<file path="src/hdl/grrh_pkg.sv">
// grrh_pkg: shared types and codes for the gate request/reply handshake block
// no dependencies; imported by the top level and its assertion checker
`default_nettype none

package grrh_pkg;

  localparam logic [1:0] KIND_BYTE  = 2'd0;
  localparam logic [1:0] KIND_ENTRY = 2'd1;
  localparam logic [1:0] KIND_EXIT  = 2'd2;

  localparam logic [2:0] ACT_SEND_A     = 3'd0;
  localparam logic [2:0] ACT_SEND_B     = 3'd1;
  localparam logic [2:0] ACT_OPEN_ENTRY = 3'd2;
  localparam logic [2:0] ACT_DENY_ENTRY = 3'd3;
  localparam logic [2:0] ACT_OPEN_EXIT  = 3'd4;
  localparam logic [2:0] ACT_DENY_EXIT  = 3'd5;

  localparam logic [1:0] REPLY_NONE  = 2'd0;
  localparam logic [1:0] REPLY_DENY  = 2'd1;
  localparam logic [1:0] REPLY_GRANT = 2'd2;

  localparam logic [7:0] CHAR_CR    = 8'd13;
  localparam logic [7:0] CHAR_LF    = 8'd10;
  localparam logic [7:0] CHAR_LOW   = 8'd32;
  localparam logic [7:0] CHAR_HIGH  = 8'd126;
  localparam logic [7:0] CHAR_E     = 8'h45;
  localparam logic [7:0] CHAR_N     = 8'h4E;
  localparam logic [7:0] CHAR_X     = 8'h58;
  localparam logic [7:0] CHAR_A     = 8'h41;

  typedef struct packed {
    logic exa;
    logic ex;
    logic ena;
    logic en;
  } match_flags_t;

  typedef struct packed {
    logic [2:0] action;
    logic       last;
  } result_t;

  localparam int QUEUE_DEPTH = 3;

endpackage

`default_nettype wire

</file>
<file path="src/hdl/gate_request_reply_handshake_top.sv">
// gate request/reply handshake: accepted transactions enter a registered result queue;
// one transaction per cycle while each gives at most one result and out_stall is low;
// a transaction with two results leaves through the single-entry-per-cycle result queue
// (3 entries, input stalls once more than one result is queued)
// rst (synchronous) clears line state, waiting flags, stored replies and the queue
// depends on grrh_pkg
`default_nettype none

module gate_request_reply_handshake_top #(
  parameter int MAX_LINE = 16
) (
  input  wire logic       clk,
  input  wire logic       rst,
  input  wire logic       in_valid,
  output logic            in_stall,
  input  wire logic [1:0] kind,
  input  wire logic [7:0] rx_byte,
  input  wire logic       detected,
  output logic            out_valid,
  input  wire logic       out_stall,
  output logic [2:0]      action,
  output logic            last
);
  import grrh_pkg::*;

  localparam int LEN_W = $clog2(MAX_LINE + 1);

  logic [LEN_W-1:0] line_length, line_length_next;
  logic [7:0]       prev_char, prev_char_next;
  logic [7:0]       prev_prev_char, prev_prev_char_next;
  match_flags_t     match_flags, match_flags_next;
  logic             entry_waiting, entry_waiting_next;
  logic             exit_waiting, exit_waiting_next;
  logic [1:0]       entry_reply, entry_reply_next;
  logic [1:0]       exit_reply, exit_reply_next;

  result_t          queue [QUEUE_DEPTH];
  result_t          queue_next [QUEUE_DEPTH];
  logic [1:0]       count, count_next;
  logic [1:0]       base;
  logic             accept, pop;
  logic [1:0]       n_res;
  result_t          res0, res1;

  assign in_stall  = (count > 2'd1);
  assign accept    = in_valid && !in_stall;
  assign out_valid = (count != 2'd0);
  assign pop       = out_valid && !out_stall;
  assign action    = queue[0].action;
  assign last      = queue[0].last;

  always_comb begin
    line_length_next    = line_length;
    prev_char_next      = prev_char;
    prev_prev_char_next = prev_prev_char;
    match_flags_next    = match_flags;
    entry_waiting_next  = entry_waiting;
    exit_waiting_next   = exit_waiting;
    entry_reply_next    = entry_reply;
    exit_reply_next     = exit_reply;
    n_res = 2'd0;
    res0  = '0;
    res1  = '0;
    if (accept) begin
      unique case (kind)
        KIND_BYTE: begin
          if (rx_byte == CHAR_CR || rx_byte == CHAR_LF) begin
            if (line_length != '0) begin
              line_length_next    = '0;
              prev_char_next      = '0;
              prev_prev_char_next = '0;
              match_flags_next    = '0;
              if (match_flags.en) begin
                if (entry_waiting) begin
                  entry_waiting_next = 1'b0;
                  entry_reply_next   = REPLY_NONE;
                  n_res = 2'd1;
                  res0  = '{action: match_flags.ena ? ACT_OPEN_ENTRY : ACT_DENY_ENTRY,
                            last: 1'b1};
                end else begin
                  entry_reply_next = match_flags.ena ? REPLY_GRANT : REPLY_DENY;
                end
              end else if (match_flags.ex) begin
                if (exit_waiting) begin
                  exit_waiting_next = 1'b0;
                  exit_reply_next   = REPLY_NONE;
                  n_res = 2'd1;
                  res0  = '{action: match_flags.exa ? ACT_OPEN_EXIT : ACT_DENY_EXIT,
                            last: 1'b1};
                end else begin
                  exit_reply_next = match_flags.exa ? REPLY_GRANT : REPLY_DENY;
                end
              end
            end
          end else if (rx_byte >= CHAR_LOW && rx_byte <= CHAR_HIGH
                       && line_length < LEN_W'(MAX_LINE)) begin
            if (prev_char == CHAR_E && rx_byte == CHAR_N) match_flags_next.en = 1'b1;
            if (prev_char == CHAR_E && rx_byte == CHAR_X) match_flags_next.ex = 1'b1;
            if (prev_prev_char == CHAR_E && prev_char == CHAR_N && rx_byte == CHAR_A)
              match_flags_next.ena = 1'b1;
            if (prev_prev_char == CHAR_E && prev_char == CHAR_X && rx_byte == CHAR_A)
              match_flags_next.exa = 1'b1;
            prev_prev_char_next = prev_char;
            prev_char_next      = rx_byte;
            line_length_next    = line_length + LEN_W'(1);
          end
        end
        KIND_ENTRY: begin
          if (!entry_waiting && detected) begin
            if (entry_reply != REPLY_NONE) begin
              entry_reply_next = REPLY_NONE;
              n_res = 2'd2;
              res0  = '{action: ACT_SEND_A, last: 1'b0};
              res1  = '{action: (entry_reply >= REPLY_GRANT) ? ACT_OPEN_ENTRY
                                                             : ACT_DENY_ENTRY,
                        last: 1'b1};
            end else begin
              entry_waiting_next = 1'b1;
              n_res = 2'd1;
              res0  = '{action: ACT_SEND_A, last: 1'b1};
            end
          end
        end
        KIND_EXIT: begin
          if (!exit_waiting && detected) begin
            if (exit_reply != REPLY_NONE) begin
              exit_reply_next = REPLY_NONE;
              n_res = 2'd2;
              res0  = '{action: ACT_SEND_B, last: 1'b0};
              res1  = '{action: (exit_reply >= REPLY_GRANT) ? ACT_OPEN_EXIT
                                                            : ACT_DENY_EXIT,
                        last: 1'b1};
            end else begin
              exit_waiting_next = 1'b1;
              n_res = 2'd1;
              res0  = '{action: ACT_SEND_B, last: 1'b1};
            end
          end
        end
        default: begin
        end
      endcase
    end
  end

  // result queue, head entry drives the output ports
  always_comb begin
    base = count - {1'b0, pop};
    if (pop) begin
      queue_next[0] = queue[1];
      queue_next[1] = queue[2];
      queue_next[2] = queue[2];
    end else begin
      queue_next[0] = queue[0];
      queue_next[1] = queue[1];
      queue_next[2] = queue[2];
    end
    if (n_res != 2'd0) queue_next[base] = res0;
    if (n_res == 2'd2) queue_next[base + 2'd1] = res1;
    count_next = base + n_res;
  end

  always_ff @(posedge clk) begin
    if (rst) begin
      line_length    <= '0;
      prev_char      <= '0;
      prev_prev_char <= '0;
      match_flags    <= '0;
      entry_waiting  <= 1'b0;
      exit_waiting   <= 1'b0;
      entry_reply    <= REPLY_NONE;
      exit_reply     <= REPLY_NONE;
      count          <= 2'd0;
    end else begin
      line_length    <= line_length_next;
      prev_char      <= prev_char_next;
      prev_prev_char <= prev_prev_char_next;
      match_flags    <= match_flags_next;
      entry_waiting  <= entry_waiting_next;
      exit_waiting   <= exit_waiting_next;
      entry_reply    <= entry_reply_next;
      exit_reply     <= exit_reply_next;
      count          <= count_next;
    end
  end

  always_ff @(posedge clk) begin
    for (int i = 0; i < QUEUE_DEPTH; i++) begin
      queue[i] <= queue_next[i];
    end
  end

endmodule

`default_nettype wire

</file>
<file path="config.mk">
export PLATFORM = sky130hd
export DESIGN_NAME = gate_request_reply_handshake_top
export DESIGN_NICKNAME = d
export VERILOG_FILES = /design/src/hdl/grrh_pkg.sv /design/src/hdl/gate_request_reply_handshake_top.sv
export SDC_FILE = /design/constraint.sdc
export NUM_CORES = 1
export LEC_CHECK = 0
export BUFFER_PORTS_ARGS = -buffer_cell sky130_fd_sc_hd__buf_2
export CAP_MARGIN = 40
export CORE_MARGIN = 1
export CORE_UTILIZATION = 50
export CTS_BUF_LIST = sky130_fd_sc_hd__clkbuf_4
export DETAILED_ROUTE_END_ITERATION = 7
export PLACE_DENSITY_LB_ADDON = 0.15
export REMOVE_ABC_BUFFERS = 1
export SLEW_MARGIN = 20
export SYNTH_ARGS = -nofsm -noshare
export SYNTH_HDL_FRONTEND = slang
export SYNTH_SLANG_ARGS = --single-unit
</file>
<file path="constraint.sdc">
create_clock -name clk -period 2.6 [get_ports clk]
set_input_delay 0.52 -clock clk [delete_from_list [all_inputs] [get_ports clk]]
set_output_delay 0.52 -clock clk [all_outputs]
set_load 0.03 [all_outputs]
</file>
; ---- Word level (Yosys, flattened, before mapping)
; Memories as Yosys holds them, arrays and structs flattened.
; Index checks and enable logic that the tools add are counted.
[word_totals]
register_bits = 33
latch_bits = 0
ramBits = 12
romBits = 0
input_bits = 15
word_cells = 182
n_memories = 1
[memory_table]
columns = memory, depth, word_bits, rd, rd_clocked_by_memory_dff, write_ports, line
row1 = queue, 3, 4, 3, 0, 3, gate_request_reply_handshake_top.sv:37  ; result_t queue [QUEUE_DEPTH];
[op_classes]
addsub = 4
mul = 0
n_div = 0
order_cmp = 10
n_eq_ne = 24
shifts = 0
mux = 88
n_bitwise = 2
n_reduce_logical = 41
[ops]
columns = op, n
row1 = == test 8 x 7 -> 1 bit (second input constant), 7
row2 = two-way mux 4 bit, 14
row3 = two-way mux 2 bit, 24
row4 = two-way mux 8 bit, 5
row5 = two-way mux 12 bit, 3
row6 = two-way mux 1 bit, 25
row7 = bitwise mux 12 bit, 2
row8 = inequality test 2 bit (second input constant), 11
row9 = nonzero test 2 bit, 11
row10 = AND reduction 5 bit, 4
row11 = demux 4 bit (select 2 bit), 2
row12 = == test 8 x 4 -> 1 bit (second input constant), 2
row13 = AND reduction 8 bit, 2
row14 = two-way mux 5 bit, 3
row15 = logical AND 1 bit, 14
row16 = AND reduction 7 bit, 2
row17 = case mux 4 bit (3 select lines), 1
row18 = two-way mux 3 bit, 3
row19 = >= comparator 8 x 6 -> 1 bit (second input constant), 1
row20 = <= comparator 8 x 7 -> 1 bit (second input constant), 1
row21 = case mux 2 bit (2 select lines), 2
row22 = case mux 4 bit (2 select lines), 1
row23 = >= comparator 3 bit (second input constant), 2
row24 = less-than comparator 3 x 1 -> 1 bit (second input constant), 2
row25 = other kinds (18), 25

; ---- Depth between registers and ports, before layout
; Gate-level depths: netlist of run 1.
[depth]
word_depth = 12
mapped_depth = 12

; ---- Worst setup path after synthesis of run 1
; No wires, ideal clock.
[synth_path]
path_type = reg2reg
start = register count[1]
end = memory queue[0][1] in the netlist's numbering
setup_time_ps = 84
t_arrival_ps = 2360
required_ps = 2516
setup_slack_ps = 155
stages_incl_launch_ff = 10
period_less_slack_ps = 2445
path_cell_list = dfxtp_1 > buf_2 > o21bai_1 > clkinv_1 > ha_1 > xor2_1 > nand2_1 > nor3_1 > nand3_1 > o31ai_2
[synth_rtl]
columns = item, line
row1 = from (decl), gate_request_reply_handshake_top.sv:39  ; logic [1:0] count, count_next;
row2 = from (signal assigned), gate_request_reply_handshake_top.sv:183  ; count <= count_next;
row3 = to (decl), gate_request_reply_handshake_top.sv:37

; ---- Worst setup path in the final report of run 1
[layout_path]
start = register line_length[0]
end = register count[1]
[layout_via]
elab_chain_cells = 6
[layout_lines]
columns = item, line
row1 = from (decl), gate_request_reply_handshake_top.sv:28  ; logic [LEN_W-1:0] line_length, line_length_next;
row2 = from (signal assigned), gate_request_reply_handshake_top.sv:175  ; line_length <= line_length_next;
row3 = nonzero test 5 bit, gate_request_reply_handshake_top.sv:68  ; if (line_length != '0) begin
row4 = two-way mux 2 bit, gate_request_reply_handshake_top.sv:68
row5 = two-way mux 2 bit, gate_request_reply_handshake_top.sv:67  ; if (rx_byte == CHAR_CR || rx_byte == CHAR_LF) begin
row6 = case mux 2 bit (3 select lines), gate_request_reply_handshake_top.sv:65  ; unique case (kind)
row7 = two-way mux 2 bit, gate_request_reply_handshake_top.sv:64  ; if (accept) begin
row8 = adder 2 bit, gate_request_reply_handshake_top.sv:160  ; count_next = base + n_res;
; Every way passes these cells.
; A chain may end at the register's enable or synchronous reset.

==> flow_metrics.env, run 1 <==
export IMPL_antenna_found_initial=0
export IMPL_placed_cells=411
export IMPL_cts_clk_slew_worst_paths_ns=0.14
export IMPL_max_stage_delay_ns=0.60
export IMPL_place_hpwl_um=4930
export IMPL_fin_worst_hold_slack_ns=0.455
export IMPL_dpl_worst_slack_ns=0.178
export IMPL_rsz0062_at_grt="no"
export IMPL_dieArea_mm2=0.00579
export IMPL_synth_ff_type="dfxtp_1"
export IMPL_synth_cell_types=66
export IMPL_grt_overflow=0
export IMPL_fin_crit_ns=2.35
export IMPL_htree_levels=2
export IMPL_max_cap_viol_count=0
export IMPL_cellPowerDensity_mw_per_mm2=642
export IMPL_fin_nets=371
export IMPL_status="completed"
export IMPL_setup_tns_ns=0
export IMPL_setup_viol=0
export IMPL_cts_buffers=5
export IMPL_synth_seq_cells=45
export IMPL_crit_type="reg -> reg"
export IMPL_drtIter0Drc=210
export IMPL_clk_latency_ns=0.37
export IMPL_dpl_instance_area_mm2=0.00294
export IMPL_fmax_mhz=426
export IMPL_finalPower_mw=1.94
export IMPL_hold_path_class="in -> reg"
export IMPL_grt_max_degree=21
export IMPL_die_h_um=76.1
export IMPL_drv_slew=0
export IMPL_crit_chain="inv_1, ha_1, or4b_1, o211a_4, a21boi_2, nor2_1, ha_1, xnor2_1, xnor2_1, nor2_1"
export IMPL_synth_cells=323
export IMPL_route_detailed_drc=0
export IMPL_wl_per_cell_um=15.5
export IMPL_syn_area_per_cell_um2=8.50
export IMPL_cp_required_ns=2.85
export IMPL_die_width_um=76.1
export IMPL_path_delay_family="simple AND/OR/NAND/NOR gates"
export IMPL_ir_drop_mv=0.346
export IMPL_tightest_slew_ns=0.554
export IMPL_yosysTopAreaCellShare_pct=32.8
export IMPL_crit_buf_inv=1
export IMPL_yosysWarnings=0
export IMPL_arrival_ns=2.60
export IMPL_synth_largest_area_cell="dfxtp_1"
export IMPL_ant_nets=0
export IMPL_design_area_mm2=0.00302
export IMPL_post_cts_resized=0
export IMPL_viasPerCell=6.08
export IMPL_cts_tree="done"
export IMPL_io_pins=21
export IMPL_synthArstFlopShare_pct=0
export IMPL_grt_pass1_vias=2380
export IMPL_final_cells=419
export IMPL_clock_sinks=45
export IMPL_worstPathMaxFanout=6
export IMPL_synth_most_common_cell="dfxtp_1"
export IMPL_finalCritPeriodShare_pct=90.2
export IMPL_syn_to_final_growth_pct=10.1
export IMPL_p_leak_nw=1.13
export IMPL_num_vias=2547
export IMPL_synth_edf_count=0
export IMPL_cp_start_kind="flop"
export IMPL_layout_setup_ws_ns=0.255
export IMPL_final_util_pct=58.1
export IMPL_initial_core_util_pct=52.7
export IMPL_ys_top_cells_by_area="dfxtp_1, nor2_1, a21oi_1"
export IMPL_fp_coreArea_mm2=0.00520
export IMPL_layout_drive_gt1_share_pct=18.3
export IMPL_grt_usage_pct=23.3
export IMPL_grt_pass1_wl_um=11000
export IMPL_clockBufferDepth=2
export IMPL_io_buffers=20
export IMPL_hold_buffers=0
export IMPL_floorplan_rows=26
export IMPL_gp_congestion=0.875
export IMPL_end_kind="flop"
export IMPL_synth_area_mm2=0.00275
export IMPL_worst_clock_skew_ns=0.0121
export IMPL_diodes=0
export IMPL_cts_root_buf="clkbuf_4"
export IMPL_finalWirelength_um=6490
export IMPL_first_pass_iters=4
export IMPL_post_cts_buffers=0
export IMPL_synthTopCellsByCount="dfxtp_1, nor2_1, a21oi_1"
export IMPL_finalHoldViolations=0
export IMPL_slew_headroom_pct=62.8
export IMPL_synth_seq_area_share_pct=32.8
export IMPL_worst_path_max_delay_cell="or4b_1"
final cells by class:
class	instances	area, um^2
Clock buffer	5	37.5
Clock inverter	3	47.5
Fill cell	506	2180
Inverter	13	48.8
Multi-Input combinational cell	248	1670
Sequential cell	45	901
Tap cell	70	87.6
Timing Repair Buffer	35	225
layer usage:
layer | wire [um] | global-route usage (%) | vias to the layer above
li1 | - | - | 1248
met1 | 2980 | 29.5 | 1205
met2 | 3060 | 38.8 | 81
met3 | 344 | 5.15 | 13
met4 | 108 | 8.46 | 0
met5 | 0 | 0 | -
worst register-to-register path, delay by kind of cell (launching register included):
| family | cells | cell delay [ns] |
|---|---|---|
| AO/OA/AOI/OAI | 2 | 0.39 |
| adder cells (fa/ha/maj) | 2 | 0.35 |
| flip-flops | 1 | 0.35 |
| XOR/XNOR | 2 | 0.34 |
| AND/OR/NAND/NOR | 3 | 0.71 |
| buffers and inverters | 1 | 0.10 |
path summary, 6_finish.rpt:
path / start / endpoint / slack, ns / cells past startpoint
setup / recovery: line_length[0] / count[1] / 0.25 / 10
hold / removal: rx_byte[5] / prev_char[5] / 0.46 / 3
setup reg to reg: line_length[0] / count[1] / 0.25 / 10
hold reg to reg: line_length[0] / line_length[0] / 0.49 / 2
where the power goes:
part | internal [mW] | switching [mW] | total [mW]
clock network | 0.210 | 0.249 | 0.459
registers | 0.786 | 0.0513 | 0.837
logic | 0.256 | 0.387 | 0.642
cell usage in the layout (no fill, tap or decap), drive strengths merged, types with 9 or more instances in the layout:
cell type  instances
nand2             16
inv               14
mux2i             12
a21oi             27
o21ai             11
nor4               9
dfxtp             45
nor2              38
nor3              17
nor4b             11
nand3             13
buf               35
registers in the layout, summed over array words and instances, names as in the netlist:
name / cells
entry_waiting: 1
prev_char: 8
match_flags: 4
exit_reply: 2
queue: 12
exit_waiting: 1
line_length: 5
prev_prev_char: 8
count: 2
entry_reply: 2
kinds of logic (layout without fill, tap and decap cells):
family                     after synthesis  after routing  share of synthesized area (%)
AOI/OAI and AO/OA                       77             77                           20.4
xor gates and xnor gates                 4              4                           1.28
adders and majority gates                8              8                           3.65
buffers and inverters                   30             56                           6.20
DFF                                     45             45                           32.8
muxes                                   12             12                           4.38
and+or+nand+nor                        147            147                           31.3
Note: power is estimated with default switching activity, not from simulation.
==> inputs of run 2 (changes only) <==
--- a/config.mk
+++ b/config.mk
@@ -11,7 +11,7 @@
 export CORE_UTILIZATION = 50
 export CTS_BUF_LIST = sky130_fd_sc_hd__clkbuf_4
 export DETAILED_ROUTE_END_ITERATION = 7
-export PLACE_DENSITY_LB_ADDON = 0.15
+export PLACE_DENSITY_LB_ADDON = 0.12
 export REMOVE_ABC_BUFFERS = 1
 export SLEW_MARGIN = 20
 export SYNTH_ARGS = -nofsm -noshare
==> run 2 against run 1 <==
Compared with the run above:
- routed wire length grew 2.1%
- sequential cell count is the same
- total power shrank 6.1%
- sequential share of layout area grew 0.15 points
- final area shrank 0.50%
- highest routed layer unchanged
- global-route usage grew 1.0 points
- via count shrank 1.2%
- critical endpoint unchanged
- first-iteration DRC count shrank 7.1%
- clock skew shrank 0.0048 ns
==> flow_metrics.env, run 2 (synthesis results as in run 1) <==
export IMPL_status="completed"
export IMPL_io_buffers=20
export IMPL_finalPower_mw=1.82
export IMPL_hold_path_class="in -> reg"
export IMPL_cts_root_buf="clkbuf_4"
export IMPL_cp_required_ns=2.86
export IMPL_cellPowerDensity_mw_per_mm2=605
export IMPL_ir_drop_mv=0.285
export IMPL_cts_tree="done"
export IMPL_worstPathMaxFanout=5
export IMPL_cts_buffers=5
export IMPL_fin_nets=373
export IMPL_fill_cells=498
export IMPL_diodes=0
export IMPL_wl_per_cell_um=15.7
export IMPL_drv_slew=0
export IMPL_io_pins=21
export IMPL_grt_pass1_vias=2333
export IMPL_route_detailed_drc=0
export IMPL_worst_clock_skew_ns=0.00728
export IMPL_reg_top3="queue (12), prev_char (8), prev_prev_char (8)"
export IMPL_tightest_slew_ns=0.581
export IMPL_met3WireLength_um=360
export IMPL_gp_congestion=0.893
export IMPL_dpl_instance_area_mm2=0.00295
export IMPL_slew_headroom_pct=61.0
export IMPL_max_cap_viol_count=0
export IMPL_fmax_mhz=420
export IMPL_viasPerCell=5.98
export IMPL_post_cts_resized=0
export IMPL_grt_pass1_wl_um=11200
export IMPL_first_pass_iters=5
export IMPL_layout_common_cells="dfxtp_1, nor2_1, a21oi_1"
export IMPL_place_hpwl_um=5060
export IMPL_layout_commonest_cell="dfxtp_1"
export IMPL_layout_drive_gt1_share_pct=18.5
export IMPL_setup_tns_ns=0
export IMPL_clk_latency_ns=0.36
export IMPL_hold_buffers=0
export IMPL_largest_reg_flops=12
export IMPL_cts_clk_slew_worst_paths_ns=0.14
export IMPL_floorplan_rows=26
export IMPL_rsz0062_at_grt="no"
export IMPL_drtIter0Drc=195
export IMPL_die_h_um=76.1
export IMPL_design_area_mm2=0.00301
export IMPL_dieArea_mm2=0.00579
export IMPL_fin_worst_hold_slack_ns=0.448
export IMPL_crit_type="reg -> reg"
export IMPL_top_register="queue"
export IMPL_arrival_ns=2.64
export IMPL_htree_levels=2
export IMPL_antenna_found_initial=0
export IMPL_post_cts_buffers=0
export IMPL_grt_max_degree=21
export IMPL_clockBufferDepth=2
export IMPL_p_leak_nw=1.13
export IMPL_dpl_worst_slack_ns=0.134
export IMPL_wl_met2_um=3190
export IMPL_die_width_um=76.1
export IMPL_fp_coreArea_mm2=0.00520
export IMPL_num_vias=2517
export IMPL_initial_core_util_pct=52.7
export IMPL_clock_sinks=45
export IMPL_setup_viol=0
export IMPL_wl_met1_um=2970
export IMPL_syn_to_final_growth_pct=9.53
export IMPL_grt_overflow=0
export IMPL_fin_crit_ns=2.38
export IMPL_finalWirelength_um=6620
export IMPL_finalCritPeriodShare_pct=91.6
export IMPL_finalHoldViolations=0
export IMPL_grt_usage_pct=24.3
export IMPL_end_kind="flop"
export IMPL_ant_nets=0
export IMPL_routed_top_layer="met4"
export IMPL_cp_start_kind="flop"
export IMPL_layout_setup_ws_ns=0.219
-- run 2: final timing paths --
path | start | endpoint | slack [ns] | cells past startpoint
setup / recovery | line_length[0] | count[1] | 0.22 | 11
hold / removal | rx_byte[5] | prev_char[5] | 0.45 | 3
setup reg to reg | line_length[0] | count[1] | 0.22 | 11
hold reg to reg | line_length[1] | line_length[1] | 0.50 | 2
-- run 2: area by class of cell --
| class | instances | area, um^2 | area share, % |
|---|---|---|---|
| multi-input combinational | 248 | 1670 | 55.7 |
| inverter | 13 | 48.8 | 1.62 |
| timing repair buffer | 37 | 240 | 7.99 |
| tap | 70 | 87.6 | 2.91 |
| clock inverter | 3 | 17.5 | 0.583 |
| sequential | 45 | 901 | 30.0 |
| clock buffer | 5 | 37.5 | 1.25 |
-- run 2: metrics by stage --
step,utilization [%],instances
after floorplan,-,306
after global placement,56.6,412
after detailed placement,56.7,413
after CTS,57.8,421
after global routing,57.8,421
final,57.8,421
-- run 2: layer usage --
metal	track usage, %	vias up
li1	-	1259
met1	31.4	1167
met2	40.9	81
met3	4.07	10
met4	8.65	0
met5	0	-
-- run 2: power breakdown --
part | internal (mW) | total [mW] | leakage, nW | switching, mW
clock network | 0.103 | 0.342 | 0.0326 | 0.239
registers | 0.786 | 0.841 | 0.366 | 0.0551
logic | 0.256 | 0.636 | 0.729 | 0.381
-- run 2: critical path, cell delays in order, from the launching register on --
cell and delay [ns]:
dfxtp_1 0.36, inv_1 0.10, ha_1 0.15, or4b_1 0.51
buf_4 0.20, o211a_4 0.16, a21boi_2 0.17, nor2_1 0.06
ha_1 0.18, xnor2_1 0.19, xnor2_1 0.14, nor2_1 0.05
==> inputs of run 3 (changes only) <==
--- a/config.mk
+++ b/config.mk
@@ -8,7 +8,7 @@
 export BUFFER_PORTS_ARGS = -buffer_cell sky130_fd_sc_hd__buf_2
 export CAP_MARGIN = 40
 export CORE_MARGIN = 1
-export CORE_UTILIZATION = 50
+export CORE_UTILIZATION = 55
 export CTS_BUF_LIST = sky130_fd_sc_hd__clkbuf_4
 export DETAILED_ROUTE_END_ITERATION = 7
 export PLACE_DENSITY_LB_ADDON = 0.12
==> run 3 against run 2 <==
Compared with the run above:
- via count unchanged
- critical path type unchanged
- register-to-register slack improved by 0.10 ns
- highest routed layer unchanged
- critical endpoint unchanged
- count of clock-buffer cells in the layout did not move
==> flow_metrics.env, run 3 (synthesis results as in run 1) <==
export IMPL_reg2reg_depth=10
export IMPL_rsz0062_at_grt="no"
export IMPL_hold_buffers=0
export IMPL_cts_buffers=5
export IMPL_hp_start="rx_byte[5]"
export IMPL_fill_cells=444
export IMPL_finalWirelength_um=6420
export IMPL_grt_pass1_vias=2247
export IMPL_floorplan_rows=25
export IMPL_post_cts_resized=0
export IMPL_fin_worst_hold_slack_ns=0.440
export IMPL_viasPerCell=6.05
export IMPL_finalPower_mw=1.87
export IMPL_reg2reg_slack_ns=0.32
export IMPL_setup_tns_ns=0
export IMPL_status="completed"
export IMPL_min_to="prev_char[5]"
export IMPL_ir_drop_mv=0.404
export IMPL_antenna_found_initial=0
export IMPL_cts_root_buf="clkbuf_4"
export IMPL_max_cap_viol_count=0
export IMPL_clock_sinks=45
export IMPL_cellPowerDensity_mw_per_mm2=623
export IMPL_cts_clk_slew_worst_paths_ns=0.17
export IMPL_drv_slew=0
export IMPL_post_cts_buffers=0
export IMPL_dieArea_mm2=0.00528
export IMPL_p_leak_nw=1.12
export IMPL_die_width_um=72.7
export IMPL_route_detailed_drc=0
export IMPL_final_cells=416
export IMPL_worstPathMaxFanout=6
export IMPL_cts_tree="done"
export IMPL_r2r_end="count[1]"
export IMPL_cp_start_kind="flop"
export IMPL_crit_type="reg -> reg"
export IMPL_ant_nets=0
export IMPL_grt_pass1_wl_um=10300
export IMPL_syn_to_final_growth_pct=9.25
export IMPL_hold_path_class="in -> reg"
export IMPL_layout_commonest_cell="dfxtp_1"
export IMPL_cp_required_ns=2.89
export IMPL_multiInputGateArea_mm2=0.00167
export IMPL_placed_cells=408
export IMPL_fp_coreArea_mm2=0.00475
export IMPL_grt_max_degree=21
export IMPL_arrival_ns=2.56
export IMPL_fmax_mhz=439
export IMPL_wl_per_cell_um=15.4
export IMPL_place_hpwl_um=4760
export IMPL_gp_congestion=0.902
export IMPL_first_pass_iters=5
export IMPL_layout_drive_gt1_share_pct=18.3
export IMPL_end_kind="flop"
export IMPL_initial_core_util_pct=57.7
export IMPL_io_pins=21
export IMPL_timing_rr_start="line_length[0]"
export IMPL_die_h_um=72.7
export IMPL_design_area_mm2=0.00300
export IMPL_finalCritPeriodShare_pct=87.6
export IMPL_largest_reg_flops=12
export IMPL_finalHoldViolations=0
export IMPL_drtIter0Drc=256
export IMPL_num_vias=2517
export IMPL_diodes=0
export IMPL_grt_overflow=0
export IMPL_htree_levels=2
export IMPL_fin_nets=371
export IMPL_grt_usage_pct=24.9
export IMPL_clk_latency_ns=0.39
export IMPL_worst_clock_skew_ns=0.0222
export IMPL_setup_viol=0
export IMPL_layout_common_cells="dfxtp_1, nor2_1, a21oi_1"
export IMPL_top_register="queue"
export IMPL_io_buffers=20
export IMPL_reg_top3="queue (12), prev_char (8), prev_prev_char (8)"
export IMPL_tightest_slew_ns=0.620
export IMPL_clockBufferDepth=2
export IMPL_dpl_instance_area_mm2=0.00293
export IMPL_holdPathStages=3
export IMPL_fin_crit_ns=2.28
export IMPL_slew_headroom_pct=58.4
export IMPL_ff_latch_area_um2=901
==> run 3: cell types whose count changed in the layout (fill, tap and decap cells not counted), sizes merged <==
cell	change
inv	+3
clkinv	-3
buf	-2
==> run 3: report_power, final <==
part	internal [mW]	total (mW)	leakage, nW	switching [mW]
Clock	0.120	0.387	0.0381	0.267
Combinational	0.255	0.638	0.718	0.383
Sequential	0.786	0.844	0.366	0.0583
==> run 3: how the worst max path moves through the flow <==
stage / from / endpoint / slack, ns / cells after the start
2_1_floorplan: count[1] / queue[0][1] / 0.06 / 8
3_3_place_gp: kind[0] / count[1] / 0.29 / 11
3_5_place_dp: kind[0] / count[1] / 0.19 / 11
4_1_cts: line_length[0] / count[1] / 0.31 / 10
5_1_grt: count[1] / queue[0][9] / 0.1 / 9
6_report: line_length[0] / count[1] / 0.32 / 10
==> run 3: routing by layer <==
layer / vias up / track usage, % / wire length, um
met5: - / 0 / 0
met4: 0 / 10.9 / 134
met3: 15 / 4.28 / 321
met2: 80 / 41.0 / 3040
met1: 1171 / 32.0 / 2920
li1: 1251 / - / -
==> run 3: layout make-up <==
type | instances | area share (%)
Clock inverter | 3 | 0.960
Clock buffer | 5 | 1.25
Tap cell | 67 | 2.80
Inverter | 13 | 1.63
Sequential cell | 45 | 30.0
Multi-Input combinational cell | 248 | 55.8
Timing Repair Buffer | 35 | 7.51
==> run 3: per-stage QoR <==
step / worst slack (ns) / utilization (%)
global route: 0.0983 / 63.1
global placement: 0.289 / 61.7
detailed placement: 0.188 / 61.7
floorplan: 0.0602 / -
CTS: 0.309 / 63.1
finish: 0.323 / 63.1
==> run 3: critical path: stages, from the launching register on <==
cell	delay (ns)
dfxtp_1	0.35
inv_1	0.09
ha_1	0.15
or4b_1	0.60
o211a_4	0.23
a21boi_2	0.16
nor2_1	0.06
ha_1	0.19
xnor2_1	0.18
xnor2_1	0.13
nor2_1	0.05
